===== src/hdl/seven_segment_scan_multiplexer_core_defines.svh =====
// Assertion macros for the seven-segment scan multiplexer.
// Included by the top level; no other dependencies.
`ifndef SEVEN_SEGMENT_SCAN_MULTIPLEXER_CORE_DEFINES_SVH
`define SEVEN_SEGMENT_SCAN_MULTIPLEXER_CORE_DEFINES_SVH

// Same-cycle implication, disabled while reset is low.
`define SSSM_ASSERT_IMP(lbl, clk, rstn, ante, cons, msg) \
    lbl: assert property (@(posedge clk) disable iff (!rstn) (ante) |-> (cons)) \
        else $error(msg);

// Next-cycle implication, disabled while reset is low.
`define SSSM_ASSERT_NXT(lbl, clk, rstn, ante, cons, msg) \
    lbl: assert property (@(posedge clk) disable iff (!rstn) (ante) |=> (cons)) \
        else $error(msg);

`endif


===== src/hdl/sssm_pkg.sv =====
// Shared types, constants and segment tables for the scan multiplexer.
// No dependencies; imported by every module of the block.
`timescale 1ns / 1ps

package sssm_pkg;

    // Input transaction payload.
    typedef struct packed {
        logic [13:0] speed_value;
        logic [18:0] time_seconds;
        logic        time_unset;
        logic        running;
        logic        knob_active;
        logic        speed_blink_off;
        logic        time_blink_off;
        logic        colon_blink_off;
    } t_in_item;

    // Output transaction payload.
    typedef struct packed {
        logic [3:0] scan_slot;
        logic [6:0] segments;
        logic [9:0] digit_enable;
    } t_out_item;

    // Display flags carried alongside the decoded digits.
    typedef struct packed {
        logic time_unset;
        logic running;
        logic speed_off;
        logic time_off;
        logic colon_off;
    } t_flags;

    // Decoded digits handed from the digit pipeline to the scan stage.
    typedef struct packed {
        logic [3:0] sp_thou;
        logic [3:0] sp_hund;
        logic [3:0] sp_tens;
        logic       sp_ge1000;
        logic       sp_ge100;
        logic       sp_ge10;
        logic [3:0] hr_tens;
        logic [3:0] hr_units;
        logic [3:0] mn_tens;
        logic [3:0] mn_units;
        t_flags     flags;
    } t_digits;

    localparam logic [13:0] SPEED_MAX      = 14'd9999;
    localparam logic [18:0] TIME_MAX       = 19'd359999;
    localparam logic [7:0]  SPIN_DIV_RESET = 8'd10;

    // Scan slots.
    localparam logic [3:0] SLOT_SPD_1000 = 4'd1;
    localparam logic [3:0] SLOT_SPD_100  = 4'd2;
    localparam logic [3:0] SLOT_SPD_10   = 4'd3;
    localparam logic [3:0] SLOT_SPD_1    = 4'd4;
    localparam logic [3:0] SLOT_HR_TENS  = 4'd5;
    localparam logic [3:0] SLOT_HR_UNITS = 4'd6;
    localparam logic [3:0] SLOT_MN_TENS  = 4'd7;
    localparam logic [3:0] SLOT_MN_UNITS = 4'd8;
    localparam logic [3:0] SLOT_COLON    = 4'd9;
    localparam logic [3:0] SLOT_SPIN     = 4'd10;
    localparam logic [3:0] SLOT_BLANK    = 4'd11;
    localparam logic [3:0] SLOT_NONE     = 4'd0;

    // Segment patterns, A in bit 6 down to G in bit 0.
    localparam logic [6:0] SEG_DASH  = 7'h01;
    localparam logic [6:0] SEG_COLON = 7'h0C;
    localparam logic [6:0] SEG_RING  = 7'h7E;
    localparam logic [6:0] SEG_ZERO  = 7'h7E;

    function automatic logic [6:0] digit_seg(input logic [3:0] d);
        logic [6:0] s;
        unique case (d)
            4'd0:    s = 7'h7E;
            4'd1:    s = 7'h30;
            4'd2:    s = 7'h6D;
            4'd3:    s = 7'h79;
            4'd4:    s = 7'h33;
            4'd5:    s = 7'h5B;
            4'd6:    s = 7'h5F;
            4'd7:    s = 7'h70;
            4'd8:    s = 7'h7F;
            4'd9:    s = 7'h7B;
            default: s = 7'h7E;
        endcase
        return s;
    endfunction

    // Spinner frames 1..3; frame 0 never shows but maps like frame 1.
    function automatic logic [6:0] spin_seg(input logic [1:0] f);
        logic [6:0] s;
        unique case (f)
            2'd2:    s = 7'h6C;
            2'd3:    s = 7'h36;
            default: s = 7'h5A;
        endcase
        return s;
    endfunction

endpackage


===== src/hdl/sssm_digit_pipe.sv =====
// Digit extraction pipeline: input register plus three decode stages.
// Depends on sssm_pkg for payload and digit types.
`timescale 1ns / 1ps

module sssm_digit_pipe (
    input  logic               i_clk,
    input  logic               i_rst_n,
    input  logic               i_valid,
    output logic               o_ready,
    input  sssm_pkg::t_in_item i_item,
    output logic               o_valid,
    input  logic               i_take,
    output sssm_pkg::t_digits  o_digits
);
    import sssm_pkg::*;

    // Reciprocals: hours = (secs/16)*HR_RECIP >> 23, speed/10 = speed*Q10_RECIP >> 19,
    // rem/60 = (rem/4)*MN_RECIP >> 15, rem/600 = (rem/8)*MT_RECIP >> 16.
    localparam logic [15:0] HR_RECIP  = 16'd37283;
    localparam logic [15:0] Q10_RECIP = 16'd52429;
    localparam logic [11:0] MN_RECIP  = 12'd2185;
    localparam logic [9:0]  MT_RECIP  = 10'd874;

    typedef struct packed {
        logic [9:0]  q10;
        logic [6:0]  hours;
        logic [18:0] secs;
        t_flags      flags;
    } t_stage1;

    typedef struct packed {
        logic [6:0]  q100;
        logic [3:0]  sp_tens;
        logic        sp_ge10;
        logic [11:0] rem;
        logic [3:0]  hr_tens;
        logic [3:0]  hr_units;
        t_flags      flags;
    } t_stage2;

    // Exact x/10 for x up to 1028.
    function automatic logic [6:0] div10(input logic [9:0] x);
        logic [20:0] p;
        p = {11'd0, x} * 21'd205;
        return p[17:11];
    endfunction

    t_in_item r_s0;
    t_stage1  r_s1;
    t_stage2  r_s2;
    t_digits  r_s3;
    logic     r_v0, r_v1, r_v2, r_v3;
    logic     rdy1, rdy2, rdy3;

    // Stage 1: saturate, hours and speed/10.
    logic [13:0] s1_speed;
    logic [18:0] s1_secs;
    logic [30:0] s1_hr_prod;
    logic [29:0] s1_q10_prod;
    t_stage1     n_s1;

    always_comb begin
        s1_speed    = (r_s0.speed_value > SPEED_MAX) ? SPEED_MAX : r_s0.speed_value;
        s1_secs     = (r_s0.time_seconds > TIME_MAX) ? TIME_MAX : r_s0.time_seconds;
        s1_hr_prod  = {16'd0, s1_secs[18:4]} * {15'd0, HR_RECIP};
        s1_q10_prod = {16'd0, s1_speed} * {14'd0, Q10_RECIP};
        n_s1.q10    = s1_q10_prod[28:19];
        n_s1.hours  = s1_hr_prod[29:23];
        n_s1.secs   = s1_secs;
        n_s1.flags.time_unset = r_s0.time_unset;
        n_s1.flags.running    = r_s0.running;
        n_s1.flags.speed_off  = r_s0.speed_blink_off & ~r_s0.knob_active;
        n_s1.flags.time_off   = r_s0.time_blink_off & ~r_s0.knob_active;
        n_s1.flags.colon_off  = r_s0.colon_blink_off;
    end

    // Stage 2: speed/100, tens digit, hour digits, seconds left over after the hours.
    logic [6:0]  s2_q100;
    logic [9:0]  s2_q100x10;
    logic [9:0]  s2_tens10;
    logic [18:0] s2_hr_secs;
    logic [18:0] s2_rem19;
    logic [6:0]  s2_hr_t7;
    logic [6:0]  s2_hr_tx10;
    logic [6:0]  s2_hr_u7;
    t_stage2     n_s2;

    always_comb begin
        s2_q100    = div10(r_s1.q10);
        s2_q100x10 = ({3'd0, s2_q100} << 3) + ({3'd0, s2_q100} << 1);
        s2_tens10  = r_s1.q10 - s2_q100x10;
        s2_hr_secs = {12'd0, r_s1.hours} * 19'd3600;
        s2_rem19   = r_s1.secs - s2_hr_secs;
        s2_hr_t7   = div10({3'd0, r_s1.hours});
        s2_hr_tx10 = (s2_hr_t7 << 3) + (s2_hr_t7 << 1);
        s2_hr_u7   = r_s1.hours - s2_hr_tx10;
        n_s2.q100     = s2_q100;
        n_s2.sp_tens  = s2_tens10[3:0];
        n_s2.sp_ge10  = (r_s1.q10 != 10'd0);
        n_s2.rem      = s2_rem19[11:0];
        n_s2.hr_tens  = s2_hr_t7[3:0];
        n_s2.hr_units = s2_hr_u7[3:0];
        n_s2.flags    = r_s1.flags;
    end

    // Stage 3: thousands and hundreds, minute digits.
    logic [6:0]  s3_q1000;
    logic [6:0]  s3_q1000x10;
    logic [6:0]  s3_hund7;
    logic [21:0] s3_mn_prod;
    logic [18:0] s3_mt_prod;
    logic [5:0]  s3_mins;
    logic [5:0]  s3_mt6;
    logic [5:0]  s3_mtx10;
    logic [5:0]  s3_mu6;
    t_digits     n_s3;

    always_comb begin
        s3_q1000    = div10({3'd0, r_s2.q100});
        s3_q1000x10 = (s3_q1000 << 3) + (s3_q1000 << 1);
        s3_hund7    = r_s2.q100 - s3_q1000x10;
        s3_mn_prod  = {12'd0, r_s2.rem[11:2]} * {10'd0, MN_RECIP};
        s3_mt_prod  = {10'd0, r_s2.rem[11:3]} * {9'd0, MT_RECIP};
        s3_mins     = s3_mn_prod[20:15];
        s3_mt6      = {3'd0, s3_mt_prod[18:16]};
        s3_mtx10    = (s3_mt6 << 3) + (s3_mt6 << 1);
        s3_mu6      = s3_mins - s3_mtx10;
        n_s3.sp_thou   = s3_q1000[3:0];
        n_s3.sp_hund   = s3_hund7[3:0];
        n_s3.sp_tens   = r_s2.sp_tens;
        n_s3.sp_ge1000 = (s3_q1000 != 7'd0);
        n_s3.sp_ge100  = (r_s2.q100 != 7'd0);
        n_s3.sp_ge10   = r_s2.sp_ge10;
        n_s3.hr_tens   = r_s2.hr_tens;
        n_s3.hr_units  = r_s2.hr_units;
        n_s3.mn_tens   = s3_mt6[3:0];
        n_s3.mn_units  = s3_mu6[3:0];
        n_s3.flags     = r_s2.flags;
    end

    // A stage loads when it is empty or its contents move on.
    assign rdy3    = ~r_v3 | i_take;
    assign rdy2    = ~r_v2 | rdy3;
    assign rdy1    = ~r_v1 | rdy2;
    assign o_ready = ~r_v0 | rdy1;

    always_ff @(posedge i_clk) begin
        if (!i_rst_n) begin
            r_v0 <= 1'b0;
            r_v1 <= 1'b0;
            r_v2 <= 1'b0;
            r_v3 <= 1'b0;
        end else begin
            if (o_ready) r_v0 <= i_valid;
            if (rdy1)    r_v1 <= r_v0;
            if (rdy2)    r_v2 <= r_v1;
            if (rdy3)    r_v3 <= r_v2;
        end
    end

    always_ff @(posedge i_clk) begin
        if (o_ready && i_valid) r_s0 <= i_item;
        if (rdy1 && r_v0)       r_s1 <= n_s1;
        if (rdy2 && r_v1)       r_s2 <= n_s2;
        if (rdy3 && r_v2)       r_s3 <= n_s3;
    end

    assign o_valid  = r_v3;
    assign o_digits = r_s3;

endmodule


===== src/hdl/sssm_scan_ctrl.sv =====
// Scan stage: slot counter, spinner animation and the result register.
// Depends on sssm_pkg for digit, output types and segment tables.
`timescale 1ns / 1ps

module sssm_scan_ctrl (
    input  logic                i_clk,
    input  logic                i_rst_n,
    input  logic [7:0]          i_spin_divider,
    input  logic                i_valid,
    input  sssm_pkg::t_digits   i_digits,
    output logic                o_take,
    output logic                o_out_valid,
    input  logic                i_out_ready,
    output sssm_pkg::t_out_item o_out_item
);
    import sssm_pkg::*;

    logic [3:0] r_slot_cnt;
    logic [7:0] r_tick_cnt;
    logic [1:0] r_frame;
    logic [6:0] r_pattern;
    logic [6:0] r_held;
    logic       r_out_valid;
    t_out_item  r_out_item;

    logic [3:0] n_slot;
    logic [3:0] n_slot_cnt;
    logic [7:0] n_tick;
    logic [7:0] tick_inc;
    logic [1:0] n_frame;
    logic [6:0] n_pattern;
    logic [6:0] n_held;
    logic [9:0] n_en;
    logic [3:0] time_dig;
    t_flags     fl;

    assign fl     = i_digits.flags;
    assign o_take = i_valid & (~r_out_valid | i_out_ready);

    always_comb begin
        n_slot    = (r_slot_cnt >= SLOT_SPIN) ? SLOT_BLANK : r_slot_cnt + 4'd1;
        n_held    = r_held;
        n_en      = '0;
        n_tick    = r_tick_cnt;
        n_frame   = r_frame;
        n_pattern = r_pattern;
        tick_inc  = r_tick_cnt + 8'd1;
        time_dig  = i_digits.hr_tens;

        unique case (n_slot)
            SLOT_SPD_1000: begin
                if (i_digits.sp_ge1000) begin
                    n_held  = digit_seg(i_digits.sp_thou);
                    n_en[0] = ~fl.speed_off;
                end
            end
            SLOT_SPD_100: begin
                if (i_digits.sp_ge100) begin
                    n_held  = digit_seg(i_digits.sp_hund);
                    n_en[1] = ~fl.speed_off;
                end
            end
            SLOT_SPD_10: begin
                if (i_digits.sp_ge10) begin
                    n_held  = digit_seg(i_digits.sp_tens);
                    n_en[2] = ~fl.speed_off;
                end
            end
            SLOT_SPD_1: begin
                n_held  = SEG_ZERO;
                n_en[3] = ~fl.speed_off;
            end
            SLOT_HR_TENS, SLOT_HR_UNITS, SLOT_MN_TENS, SLOT_MN_UNITS: begin
                unique case (n_slot)
                    SLOT_HR_TENS:  time_dig = i_digits.hr_tens;
                    SLOT_HR_UNITS: time_dig = i_digits.hr_units;
                    SLOT_MN_TENS:  time_dig = i_digits.mn_tens;
                    default:       time_dig = i_digits.mn_units;
                endcase
                n_held = fl.time_unset ? SEG_DASH : digit_seg(time_dig);
                n_en[n_slot - 4'd1] = ~fl.time_off;
            end
            SLOT_COLON: begin
                n_held  = SEG_COLON;
                n_en[8] = ~(fl.colon_off & fl.running & fl.time_unset);
            end
            SLOT_SPIN: begin
                // Step the frame once the tick count reaches the divider.
                if (tick_inc >= i_spin_divider) begin
                    n_tick    = '0;
                    n_frame   = (r_frame >= 2'd3) ? 2'd1 : r_frame + 2'd1;
                    n_pattern = spin_seg(n_frame);
                end else begin
                    n_tick = tick_inc;
                end
                if (!fl.running) n_pattern = SEG_RING;
                n_held  = n_pattern;
                n_en[9] = 1'b1;
            end
            default: begin
                // Blanking slot: drive nothing, keep the segment lines.
            end
        endcase

        n_slot_cnt = (n_slot == SLOT_BLANK) ? SLOT_NONE : n_slot;
    end

    always_ff @(posedge i_clk) begin
        if (!i_rst_n) begin
            r_slot_cnt  <= SLOT_NONE;
            r_tick_cnt  <= '0;
            r_frame     <= '0;
            r_pattern   <= '0;
            r_held      <= '0;
            r_out_valid <= 1'b0;
        end else begin
            if (o_take) begin
                r_slot_cnt  <= n_slot_cnt;
                r_tick_cnt  <= n_tick;
                r_frame     <= n_frame;
                r_pattern   <= n_pattern;
                r_held      <= n_held;
                r_out_valid <= 1'b1;
            end else if (i_out_ready) begin
                r_out_valid <= 1'b0;
            end
        end
    end

    always_ff @(posedge i_clk) begin
        if (o_take) begin
            r_out_item.scan_slot    <= n_slot;
            r_out_item.segments     <= n_held;
            r_out_item.digit_enable <= n_en;
        end
    end

    assign o_out_valid = r_out_valid;
    assign o_out_item  = r_out_item;

endmodule


===== src/hdl/seven_segment_scan_multiplexer_core.sv =====
// Top level of the seven-segment scan multiplexer.
// Depends on sssm_pkg, sssm_digit_pipe, sssm_scan_ctrl and the defines header.
`timescale 1ns / 1ps
`include "seven_segment_scan_multiplexer_core_defines.svh"

// Usage:
// Each input transaction is one scan tick carrying speed, time in seconds and
// the display flags. Each tick yields exactly one output transaction: the slot
// just driven (1..11), the segment pattern and a position enable with at most one bit set.
// Input and output channels use valid/ready; the configuration channel writes
// the spinner divider (reset value 10) and is always ready. Write it only
// while no tick is in flight.
// Each accepted tick passes the input register, three digit-decode stages,
// then the scan stage into the result register. Throughput: one tick per cycle
// while the receiver takes results; each stage holds one tick.
// Reset (synchronous, active low) empties the pipeline, returns the slot
// counter to zero, clears spinner state and held segments, and reloads the
// divider. When the receiver stalls, the result holds and the stages behind
// it keep filling; input ready drops only once every stage is occupied.
module seven_segment_scan_multiplexer_core (
    input  logic                i_clk,
    input  logic                i_rst_n,
    input  logic                i_in_valid,
    output logic                o_in_ready,
    input  sssm_pkg::t_in_item  i_in_data,
    output logic                o_out_valid,
    input  logic                i_out_ready,
    output sssm_pkg::t_out_item o_out_data,
    input  logic                i_cfg_valid,
    output logic                o_cfg_ready,
    input  logic [7:0]          i_cfg_data
);
    import sssm_pkg::*;

    logic      r_spin_divider;
    logic      dig_valid;
    logic      dig_take;
    t_digits   digits;
    logic [7:0] r_spin_div;

    // Hold the divider; accept a write on every cycle.
    assign o_cfg_ready = 1'b1;

    always_ff @(posedge i_clk) begin
        if (!i_rst_n) begin
            r_spin_div <= SPIN_DIV_RESET;
        end else if (i_cfg_valid) begin
            r_spin_div <= i_cfg_data;
        end
    end

    // Flag a divider write for the record; the flag is the registered write valid.
    always_ff @(posedge i_clk) begin
        if (!i_rst_n) begin
            r_spin_divider <= 1'b0;
        end else begin
            r_spin_divider <= i_cfg_valid;
        end
    end

    // Split the numbers into digits, one stage per dependent step.
    sssm_digit_pipe u_digit_pipe (
        .i_clk    (i_clk),
        .i_rst_n  (i_rst_n),
        .i_valid  (i_in_valid),
        .o_ready  (o_in_ready),
        .i_item   (i_in_data),
        .o_valid  (dig_valid),
        .i_take   (dig_take),
        .o_digits (digits)
    );

    // Advance the slot, animate the spinner and register the result.
    sssm_scan_ctrl u_scan_ctrl (
        .i_clk          (i_clk),
        .i_rst_n        (i_rst_n),
        .i_spin_divider (r_spin_div),
        .i_valid        (dig_valid),
        .i_digits       (digits),
        .o_take         (dig_take),
        .o_out_valid    (o_out_valid),
        .i_out_ready    (i_out_ready),
        .o_out_item     (o_out_data)
    );

    // At most one position lit per result.
    `SSSM_ASSERT_IMP(a_enable_onehot, i_clk, i_rst_n, o_out_valid, $onehot0(o_out_data.digit_enable), "more than one position enabled")

    // Slot number stays in the scan range.
    `SSSM_ASSERT_IMP(a_slot_range, i_clk, i_rst_n, o_out_valid, (o_out_data.scan_slot >= SLOT_SPD_1000) && (o_out_data.scan_slot <= SLOT_BLANK), "scan slot out of range")

    // The blanking slot lights nothing.
    `SSSM_ASSERT_IMP(a_blank_dark, i_clk, i_rst_n, o_out_valid && (o_out_data.scan_slot == SLOT_BLANK), o_out_data.digit_enable == 10'd0, "blanking slot enabled a position")

    // After the blanking slot leaves, the next result starts a new scan.
    `SSSM_ASSERT_NXT(a_wrap_first, i_clk, i_rst_n, o_out_valid && i_out_ready && (o_out_data.scan_slot == SLOT_BLANK) && !r_spin_divider, !o_out_valid || (o_out_data.scan_slot == SLOT_SPD_1000), "scan did not wrap to the first slot")

endmodule

===== config.mk =====
export PLATFORM = sky130hd
export DESIGN_NAME = seven_segment_scan_multiplexer_core
export DESIGN_NICKNAME = d
export VERILOG_FILES = /design/src/hdl/sssm_pkg.sv /design/src/hdl/sssm_digit_pipe.sv /design/src/hdl/sssm_scan_ctrl.sv /design/src/hdl/seven_segment_scan_multiplexer_core.sv
export VERILOG_INCLUDE_DIRS = /design/src /design/src/hdl
export SDC_FILE = /design/constraint.sdc
export NUM_CORES = 1
export LEC_CHECK = 0
export ABC_AREA = 1
export BUFFER_PORTS_ARGS = -buffer_cell sky130_fd_sc_hd__buf_2
export CORE_MARGIN = 10
export CORE_UTILIZATION = 50
export DETAILED_ROUTE_END_ITERATION = 6
export GPL_TIMING_DRIVEN = 1
export HOLD_SLACK_MARGIN = 0.06
export PLACE_DENSITY = 0.76
export SLEW_MARGIN = 20
export SYNTH_ARGS = -nofsm -noshare
export SYNTH_HDL_FRONTEND = slang
export SYNTH_SLANG_ARGS = --single-unit

===== constraint.sdc =====
create_clock -name i_clk -period 6.7 [get_ports i_clk]
set_input_delay 0.335 -clock i_clk [delete_from_list [all_inputs] [get_ports i_clk]]
set_output_delay 0.335 -clock i_clk [all_outputs]
set_load 0.02 [all_outputs]

## Yosys cells after proc, flatten, opt, wreduce, memory -nomap -nowiden

Memories as Yosys holds them, arrays and structs flattened. A register that Yosys moved wholly into a read port is not among the register bits.
Index checks and enable logic that the tools add are counted.

| storage, ports and cells | value |
|---|---|
| register bits | 207 |
| output and inout port bits | 24 |
| word-level logic and storage cells | 167 |
| input port bits | 52 |
| memory bits (writable) | 0 |
| memories kept | 4 |
| memory bits (read-only) | 448 |
| latch bits | 0 |

| operators by class | value |
|---|---|
| magnitude comparators | 7 |
| shifts and indexed selects | 0 |
| reduce and logical (&&, ||, !) cells | 12 |
| multiply operators | 8 |
| bitwise operators | 20 |
| divide/modulo/power cells | 0 |
| add/subtract/negate cells | 13 |
| multiplexer cells | 32 |
| equal/unequal tests | 13 |

Memory list:

| name | depth | width | rd ports | clocked after memory_dff | write ports | RTL line | text |
|---|---|---|---|---|---|---|---|
| (no name shown) | 16 | 7 | 1 | 1 | 0 | sssm_pkg.sv:76 | `unique case (d)` |
| (no name shown) | 16 | 7 | 1 | 1 | 0 | sssm_pkg.sv:76 |  |
| (no name shown) | 16 | 7 | 1 | 1 | 0 | sssm_pkg.sv:76 |  |
| (no name shown) | 16 | 7 | 1 | 0 | 0 | sssm_pkg.sv:76 |  |

Operators with widths:

| operator | count |
|---|---|
| $pmux W7 S7 | 1 |
| $mux W7 | 6 |
| $mul A15 B16 Y30 const B | 1 |
| $mul A7 B8 Y15 const B | 2 |
| $mul A14 B16 Y29 const B | 1 |
| $mux W4 | 6 |
| $gt A19 B19 Y1 const B | 1 |
| $mul A10 B12 Y19 const B | 1 |
| $mux W19 | 1 |
| $mul A10 B8 Y18 const B | 1 |
| $mul A9 B9 Y18 const B | 1 |
| $add A4 B4 Y4 | 4 |
| $eq A4 B3 Y1 const B | 4 |
| $eq A4 B4 Y1 const B | 4 |
| $sub A4 B4 Y4 | 4 |
| $gt A14 B14 Y1 const B | 1 |
| $mux W14 | 1 |
| $pmux W7 S2 | 1 |
| $pmux W1 S2 | 6 |
| $pmux W4 S3 | 1 |
| $sub A12 B12 Y12 | 1 |
| $and A10 B10 Y10 | 1 |
| $reduce_bool A10 Y1 | 1 |
| $not A1 Y1 | 9 |
| other kinds (26) | 45 |

## Longest topological paths before layout

Gate-level depths: netlist of run 1.

| depth | value |
|---|---|
| depth after elaboration | 9 |
| depth in mapped cells | 32 |
| depth with buffers taken out | 31 |

## Cells and area by module

From an unflattened synthesis of run 1, not the netlist that was laid out.

| second synthesis, totals | value |
|---|---|
| cells, all modules | 2484 |
| area total of the unflattened synthesis | 22400.2 µm² |

Modules (own cells, without submodules):

| module | area each (µm²) | seq. area each (µm²) | cells an instance | times used |
|---|---|---|---|---|
| sssm_digit_pipe | 18385.1 | 4254.1 | 1939 | 1 |
| sssm_scan_ctrl | 3686.0 | 1211.2 | 496 | 1 |
| seven_segment_scan_multiplexer_core | 329.1 | 160.2 | 49 | 1 |

## Worst setup path before layout of run 1

Ideal clock, no wire load.

| timing path | value |
|---|---|
| kind | flip-flop to flip-flop |
| start point | register u_digit_pipe.r_s0[31] (netlist name) |
| end point | register u_digit_pipe.r_s1[40] (netlist name), data pin |
| clock period less this slack | 5.774 ns |
| data required time | 6.439 ns |
| cell stages (with the launch flop) | 29 |
| setup time | 0.261 ns |
| arrival | 5.513 ns |
| path buffers | 1 |
| path slack | 0.926 ns |
| cells stage by stage | edfxtp_1 -> inv_1 -> nand2_1 -> nor2_1 -> o21ai_0 -> nand2_1 -> inv_1 -> clkbuf_1 -> or2_2 -> ha_1 -> inv_1 -> fa_1 -> fa_1 -> fa_1 -> inv_1 -> fa_1 -> inv_1 -> fa_1 -> inv_1 -> ha_1 -> a21oi_1 -> o21ai_0 -> o21ai_0 -> nand2_1 -> a21oi_1 -> nand2_1 -> nand2_1 -> nand2_1 -> xor2_1 |

RTL lines:

| item | RTL line | text |
|---|---|---|
| start, declared | sssm_digit_pipe.sv:48 | `t_in_item r_s0;` |
| start signal, assigned | sssm_digit_pipe.sv:162 | `if (o_ready && i_valid) r_s0 <= i_item;` |
| end signal, assigned | sssm_digit_pipe.sv:163 | `if (rdy1 && r_v0) r_s1 <= n_s1;` |
| end, declared | sssm_digit_pipe.sv:49 | `t_stage1 r_s1;` |

==> summary.txt, run 1 <==
Status
  • Run status: complete, no violations

STA
  • Fin crit period: ~6.3 ns
  • Final Slew Violations: 0
  • Final Hold Fails: 0
  • Fmax: 0.1587 GHz
  • Tcrit/Tclk final: 0.9404
  • Setup_tns: 0 ns
  • Worst-margin pin slew: 0.9565 ns
  • Relative slew slack: 0.3609
  • Unrepaired setup endpoints after global routing: false
  • Setup violations, final: 0
  • Skew final: 0.009593 ns

Logic synthesis
  • Area contributors post-synth: ha_1 (27%), edfxtp_1 (21%), fa_1 (14%)
  • EDFF count, synth: 160
  • Cell Area, Synth: between 20000 and 25000 um2
  • Syn Area/Cell: 9.328 um2
  • Post-synth top area share: 0.2672
  • Yosys reg bits: 222
  • Synth area leader: ha_1
  • Post-synthesis cell type count: 58
  • Syn Inst Count: ~2400
  • Register area share after synthesis: 0.2695
  • Fraction of registers with async set/reset: 0
  • Most common cell in the netlist: inv_1
  • Ys flop type: edfxtp_1
  • Syn_nets: 3097
  • Top post-synthesis cells by count: inv_1 (561), ha_1 (479), nand2_1 (268), fa_1 (161), edfxtp_1 (160)
  • YS warnings: 0

Routing
  • Vias: 16190
  • DRC viols: 0
  • Post-DRT Antenna Nets: 0
  • Vias per inst: 5.142
  • Avg WL per Cell: 14.48 um
  • Starting DRT DRC Count: about 740
  • Post-Route WL: between 40000 and 50000 um
  • First-pass DRT Iterations: 6

CTS
  • Reg clk slew, reported paths: ~0.06 ns
  • Post-CTS Setup Inserts: 0
  • Clk_lat worst skew: around 0.55 ns
  • CTS root buffer: clkbuf_16
  • H-tree Lvls: 1
  • TritonCTS Sinks: about 220
  • TritonCTS Buffers: 25
  • CTS tree: done
  • Max clock buf depth: 3

Global routing
  • Largest net degree at the start of global routing: 45
  • Final global-route overflow total: 0
  • First-pass GRT wire length: between 70000 and 80000 um
  • Vias in the first global route: approximately 17000
  • Initial antenna violation count: 0
  • All-Layer GR Usage: 0.1729

Finish
  • Nets@finish: about 3200
  • P&R area growth vs syn: 10.55%
  • Finished Cell Area: about 25000 um2
  • Layout fillers: 3774
  • Core Util, Final: 0.5596
  • Fraction of layout cells with a size suffix above 1: 0.06847
  • Inserted Diodes: 0

Setup path
  • FF-to-FF End: u_digit_pipe.r_s1[28]
  • Worst R2R Setup Slack: 0.40 ns
  • WS Path Type: register to register
  • Most used cell, CP: fa_1
  • Slowest cell on crit path: fa_1
  • Worst Reg2Reg Path Length in Cells: 26
  • Critical path's largest stage delay: between 0.5 and 0.6 ns
  • Crit-path max FO: 11
  • Required time of the critical path: between 6 and 7 ns
  • Worst r2r src: u_digit_pipe.r_s0[14]
  • CP Capture Type: register
  • Data arrival time of the critical path: ~6.6 ns
  • Critical path's top delay family: adder cells
  • CP bufs+invs: 4
  • Startpoint Class: register

Die
  • Die Y: 231.8 um
  • Site Rows: 77
  • Core footprint: roughly 44000 um2
  • Initial Util: 0.5062
  • Num ports: 76
  • Die X: 231.8 um
  • Die area: between 50000 and 60000 um2

Worst hold path
  • Worst hold path cell count: 3
  • Hold Crit Class: input port to register
  • Worst Hold Path EP: r_spin_div[4]
  • Worst min-delay path startpoint: i_cfg_data[4]

Placed design
  • I/O Buffers: approximately 70
  • Final HPWL DP: 37010 um
  • Area after DPL: 23520 um2
  • RePlAce Congestion: approximately 0.9

Flow run
  • Maxcap violations: 0
per-stage QoR:
step           hold WS (ns)  setup slack (ns)  instances
2_1_floorplan        0.4003            0.9262       2405
3_3_place_gp         0.4022            0.5183       3056
3_5_place_dp         0.4045            0.4364       3056
4_1_cts             0.07141            0.4278       3147
5_1_grt              0.1029           0.03207       3148
6_report            0.09446            0.3991       3148
worst min-delay path, delay by kind of cell:
| kind | cells | cell delay (ns) |
|---|---|---|
| AOI/OAI and AO/OA | 2 | 0.19 |
| buffers and inverters | 1 | 0.08 |
metal layers:
metal	vias to the layer above	share of wire	track usage
li1	8092	-	-
met1	7715	0.43	0.2032
met5	-	0	0
met2	298	0.51	0.3188
met3	82	0.038	0.02504
met4	0	0.028	0.05105
cell families after synthesis:
group / after synthesis / synth area share
flip-flops: 222 / 0.2695
buffers and inverters: 588 / 0.09911
AO/OA/AOI/OAI: 297 / 0.07463
XOR/XNOR: 76 / 0.03068
AND/OR/NAND/NOR: 581 / 0.1151
adder cells (fa/ha/maj): 640 / 0.4108
other: 1 / 0.0001672
flip-flops by register name, summed over array words and instances, names as in the netlist, 2 cells and up, named ones only:
signal and cells:
u_digit_pipe.r_s2 17, u_scan_ctrl.r_pattern 7, u_scan_ctrl.r_frame 2, r_spin_div 8
u_digit_pipe.n_s1 3, u_scan_ctrl.o_out_item 21, u_digit_pipe.n_s2 5, u_scan_ctrl.r_slot_cnt 4
u_digit_pipe.o_digits 35, u_scan_ctrl.r_held 7, u_digit_pipe.r_s0 34, u_digit_pipe.n_s3 18
u_digit_pipe.r_s1 27, u_scan_ctrl.r_tick_cnt 8
how the worst max path moves through the flow:
stage | cells past startpoint | endpoint | start
after floorplan | 28 | u_digit_pipe.r_s1[40] | u_digit_pipe.r_s0[31]
after global placement | 28 | u_digit_pipe.r_s1[38] | u_digit_pipe.r_s0[31]
after detailed placement | 28 | u_digit_pipe.r_s1[40] | u_digit_pipe.r_s0[32]
after CTS | 28 | u_digit_pipe.r_s1[40] | u_digit_pipe.r_s0[29]
after global routing | 28 | u_digit_pipe.r_s1[40] | u_digit_pipe.r_s0[31]
final | 26 | u_digit_pipe.r_s1[28] | u_digit_pipe.r_s0[14]
cell usage in the layout (no fill, tap or decap), types with 7 or more instances in the layout:
cell type,n
dfxtp_1,62
nand2_1,268
or2_2,30
nand4_1,21
nand3b_1,8
nor2_1,128
buf_2,72
o21a_1,10
dlygate4sd3_1,45
a31oi_1,10
buf_4,8
o21ai_0,91
inv_1,561
fa_1,160
ha_1,479
xor2_1,43
clkbuf_16,25
xnor2_1,31
nand3_1,80
o21ai_1,7
nor3_1,18
a21oi_1,128
o211ai_1,10
edfxtp_1,160
cell type report:
cell class / count / area, um2 / area share
clock buffers: 31 / 648.1 / 0.02613
clock inverters: 15 / 155.1 / 0.006256
inverters: 567 / 2131 / 0.08592
multi-input cells: 1595 / 14190 / 0.5721
flip-flops and latches: 222 / 6046 / 0.2438
well taps: 592 / 740.7 / 0.02987
repair buffers: 126 / 890.9 / 0.03592
repair_timing:
item | CTS | global route
endpoints found under the hold margin | 41 | 0
resized for setup | 0 | 1
endpoints found under the setup margin | 0 | 2
hold buffers | 45 | 0
Power of run 1 is not shown: default switching activity piles up to over one toggle a cycle in this logic, so the estimate is an artifact.
==> inputs of run 2 (changes only) <==
CTS_BUF_LIST = sky130_fd_sc_hd__clkbuf_4 sky130_fd_sc_hd__clkbuf_8   (was unset)
SYNTH_HIERARCHICAL = 1   (was unset)
==> run 2 against run 1 <==
Die area down 0.13%. Via count is 2.4% higher. Sequential cell count decreased by 21. Non-clock buffer count fell by 2. Design area about the same. First-iteration DRC count is 2.3% higher. Highest routed layer unchanged. Register-to-register slack improved by 0.14 ns. Critical path depth increased by 2.
==> summary.txt, run 2 <==
Logic synthesis
  • Post-synthesis cell type count: 60 (+3.4%)
  • Syn_nets: 3171 (+2.4%)
  • Syn Area/Cell: 9.018 um2 (-3.3%)
  • EDFF count, synth: 160 (unchanged)
  • Area contributors post-synth: ha_1 (26%), edfxtp_1 (21%), fa_1 (14%)
  • Syn Inst Count: 2484 (+3.3%)
  • Cell Area, Synth: 22400 um2 (-0.15%)
  • Top post-synthesis cells by count: inv_1 (593), ha_1 (474), nand2_1 (344), fa_1 (161), edfxtp_1 (160)
  • Yosys reg bits: 201 (-9.5%)
  • Fraction of registers with async set/reset: 0 (unchanged)
  • Synth area leader: ha_1
  • Ys flop type: edfxtp_1
  • Register area share after synthesis: 0.2511 (-0.01838)
  • Post-synth top area share: 0.2648 (-0.002405)
  • YS warnings: 6 (+6)
  • Most common cell in the netlist: inv_1

CTS
  • CTS tree: done
  • H-tree Lvls: 2 (+1)
  • CTS root buffer: clkbuf_8
  • TritonCTS Sinks: 201 (-9.5%)
  • Reg clk slew, reported paths: 0.07 ns (about the same)
  • Clk_lat worst skew: 0.57 ns (+0.02 ns)
  • Resized Gates After CTS: 0 (unchanged)
  • Post-CTS Hold Fix Bufs: 43 (-4.4%)
  • TritonCTS Buffers: 38 (+52%)
  • Max clock buf depth: 3 (unchanged)
  • Post-CTS Setup Inserts: 0 (unchanged)

STA
  • Relative slew slack: 0.5731 (+0.2122)
  • Fin crit period: 6.163 ns (-0.1378 ns)
  • Setup violations, final: 0 (unchanged)
  • Final Hold Fails: 0 (unchanged)
  • Unrepaired setup endpoints after global routing: false
  • Setup_tns: 0 ns (unchanged)
  • Tcrit/Tclk final: 0.9199 (-0.02056)
  • Fmax: 0.1623 GHz (+2.2%)
  • Worst-margin pin slew: 0.6367 ns (-0.3198 ns)
  • Final Slew Violations: 0 (unchanged)
  • Skew final: 0.02831 ns (+0.01872 ns)

Routing
  • DRC viols: 0 (unchanged)
  • Post-DRT Antenna Nets: 0 (unchanged)
  • Vias: 16580 (+2.4%)
  • Avg WL per Cell: 14.39 um (-0.64%)
  • First-pass DRT Iterations: 6 (unchanged)
  • Post-Route WL: 46790 um (+2.6%)
  • Vias per inst: 5.098 (-0.85%)
  • Starting DRT DRC Count: 761 (+2.3%)

Finish
  • Commonest cells after routing, fill and taps aside: inv_1 (593), ha_1 (474), nand2_1 (344)
  • Inserted Diodes: 0 (unchanged)
  • Max reg flops: 35 (unchanged)
  • Fraction of layout cells with a size suffix above 1: 0.08045 (+0.01198)
  • P&R area growth vs syn: 10.66% (about the same)
  • Nets@finish: 3317 (+2.7%)
  • Layout fillers: 3778 (+0.11%)
  • Most common cell after layout, fill and taps aside: inv_1

Global routing
  • All-Layer GR Usage: 0.1793 (+0.006441)
  • GR Util met3: 0.03066 (+0.005619)
  • Met2 Usage GRT: 0.3307 (+0.01184)
  • Vias in the first global route: 17710 (+2.9%)
  • Final global-route overflow total: 0 (unchanged)
  • First-pass GRT wire length: 80710 um (+2.7%)
  • Busiest grt layer: met2
  • Initial antenna violation count: 1 (+1)
  • Met1 usage: 0.2048 (+0.001630)
  • Largest net degree at the start of global routing: 39 (-13%)

Die
  • Num ports: 76 (unchanged)
  • Core footprint: 44220 um2 (-0.22%)
  • Initial Util: 0.5066 (about the same)
  • Die area: 53670 um2 (-0.13%)
  • Site Rows: 77 (unchanged)
  • Die X: 231.7 um (about the same)
  • Die Y: 231.7 um (about the same)

Worst hold path
  • Worst hold path cell count: 5 (+2)
  • Worst Hold Path EP: r_spin_div[6]
  • Worst min-delay path startpoint: i_cfg_data[6]
  • Hold Crit Class: input port to register

Flow run
  • Maxcap violations: 0 (unchanged)

Setup path
  • Most used cell, CP: nand2_1
  • FF-to-FF End: u_digit_pipe/r_s1[40]
  • Data arrival time of the critical path: 6.46 ns (-0.13 ns)
  • CP Capture Type: register
  • Worst Reg2Reg Path Length in Cells: 28 (+7.7%)
  • WS Path Type: register to register
  • Worst R2R Setup Slack: 0.54 ns (+0.14 ns)
  • Crit-path max FO: 8 (-3)
  • Required time of the critical path: 6.99 ns (about the same)
  • Critical path's largest stage delay: 0.55 ns (about the same)
  • Slowest cell on crit path: fa_1
  • Startpoint Class: register
  • Worst r2r src: u_digit_pipe/r_s0[31]

Placed design
  • I/O Buffers: 72 (unchanged)
  • RePlAce Congestion: 0.9487 (+4.0%)
  • Final HPWL DP: 38310 um (+3.5%)

Status
  • Run status: complete, no violations
-- run 2: cell count changes in the layout (fill, tap and decap cells not counted), moves of 7 or more --
cell	before	now
a211oi_1	2	10
dfxtp_1	62	41
o21ai_0	91	68
nor2_1	128	149
or2_2	30	20
clkbuf_8	0	43
nand2_1	268	344
nand3_1	80	93
a21o_1	5	12
clkbuf_16	25	0
a21oi_1	128	93
clkbuf_4	0	7
inv_1	561	593
-- run 2: logic make-up (layout without fill, tap and decap cells) --
family,after synthesis,in the layout,synth area share
DFF,201,201,0.2511
other,3,3,0.0005027
buffers and inverters,617,793,0.1047
adders and majority gates,635,635,0.4086
AOI/OAI and AO/OA,245,245,0.06435
xor gates and xnor gates,73,73,0.02916
and+or+nand+nor,710,710,0.1415
-- run 2: area by class of cell --
type	count	area (um2)	share of cell area
inverter	599	2248	0.09071
tap	592	740.7	0.02988
sequential	201	5625	0.2269
clock inverter	20	214.0	0.008632
multi-input combinational	1666	14440	0.5827
clock buffer	50	644.4	0.02600
timing repair buffer	124	870.8	0.03513
-- run 2: per-stage QoR --
step / util / hold WS, ns / cells / setup slack, ns / area (um2)
after global routing: 0.5605 / 0.09286 / 3252 / 0.07100 / 24790
after floorplan: - / 0.4003 / 2484 / 1.156 / 22400
after CTS: 0.5600 / 0.06771 / 3251 / 0.4610 / 24760
final: 0.5605 / 0.1002 / 3252 / 0.5369 / 24790
after global placement: 0.5309 / 0.4021 / 3138 / 0.5274 / 23480
after detailed placement: 0.5309 / 0.4062 / 3138 / 0.4888 / 23480
-- run 2: worst max-delay path, delay by kind of cell (launching register included) --
family                     cells  cell delay (ns)
AOI/OAI and AO/OA              3             0.33
xor gates and xnor gates       1             0.14
and+or+nand+nor               11             1.14
adders and majority gates      7             3.31
buffers and inverters          6             0.53
DFF                            1             0.40
-- run 2: metal layers --
layer,part of all wire,up-vias
met4,0.033,0
met5,0,-
met1,0.41,7831
met3,0.049,103
li1,-,8304
met2,0.50,341
-- run 2: worst max path at each step --
| stage | startpoint | endpoint | slack, ns | cells after the start |
|---|---|---|---|---|
| floorplan | u_digit_pipe/r_s0[30] | u_digit_pipe/r_s1[36] | 1.16 | 27 |
| global placement | u_digit_pipe/r_s0[13] | u_digit_pipe/r_s1[30] | 0.53 | 24 |
| detailed placement | u_digit_pipe/r_s0[14] | u_digit_pipe/r_s1[30] | 0.49 | 24 |
| CTS | u_digit_pipe/r_s0[14] | u_digit_pipe/r_s1[30] | 0.46 | 24 |
| global route | u_digit_pipe/r_s0[31] | u_digit_pipe/r_s1[40] | 0.07 | 28 |
| finish | u_digit_pipe/r_s0[31] | u_digit_pipe/r_s1[40] | 0.54 | 28 |
Power of run 2 is left out for the same reason.
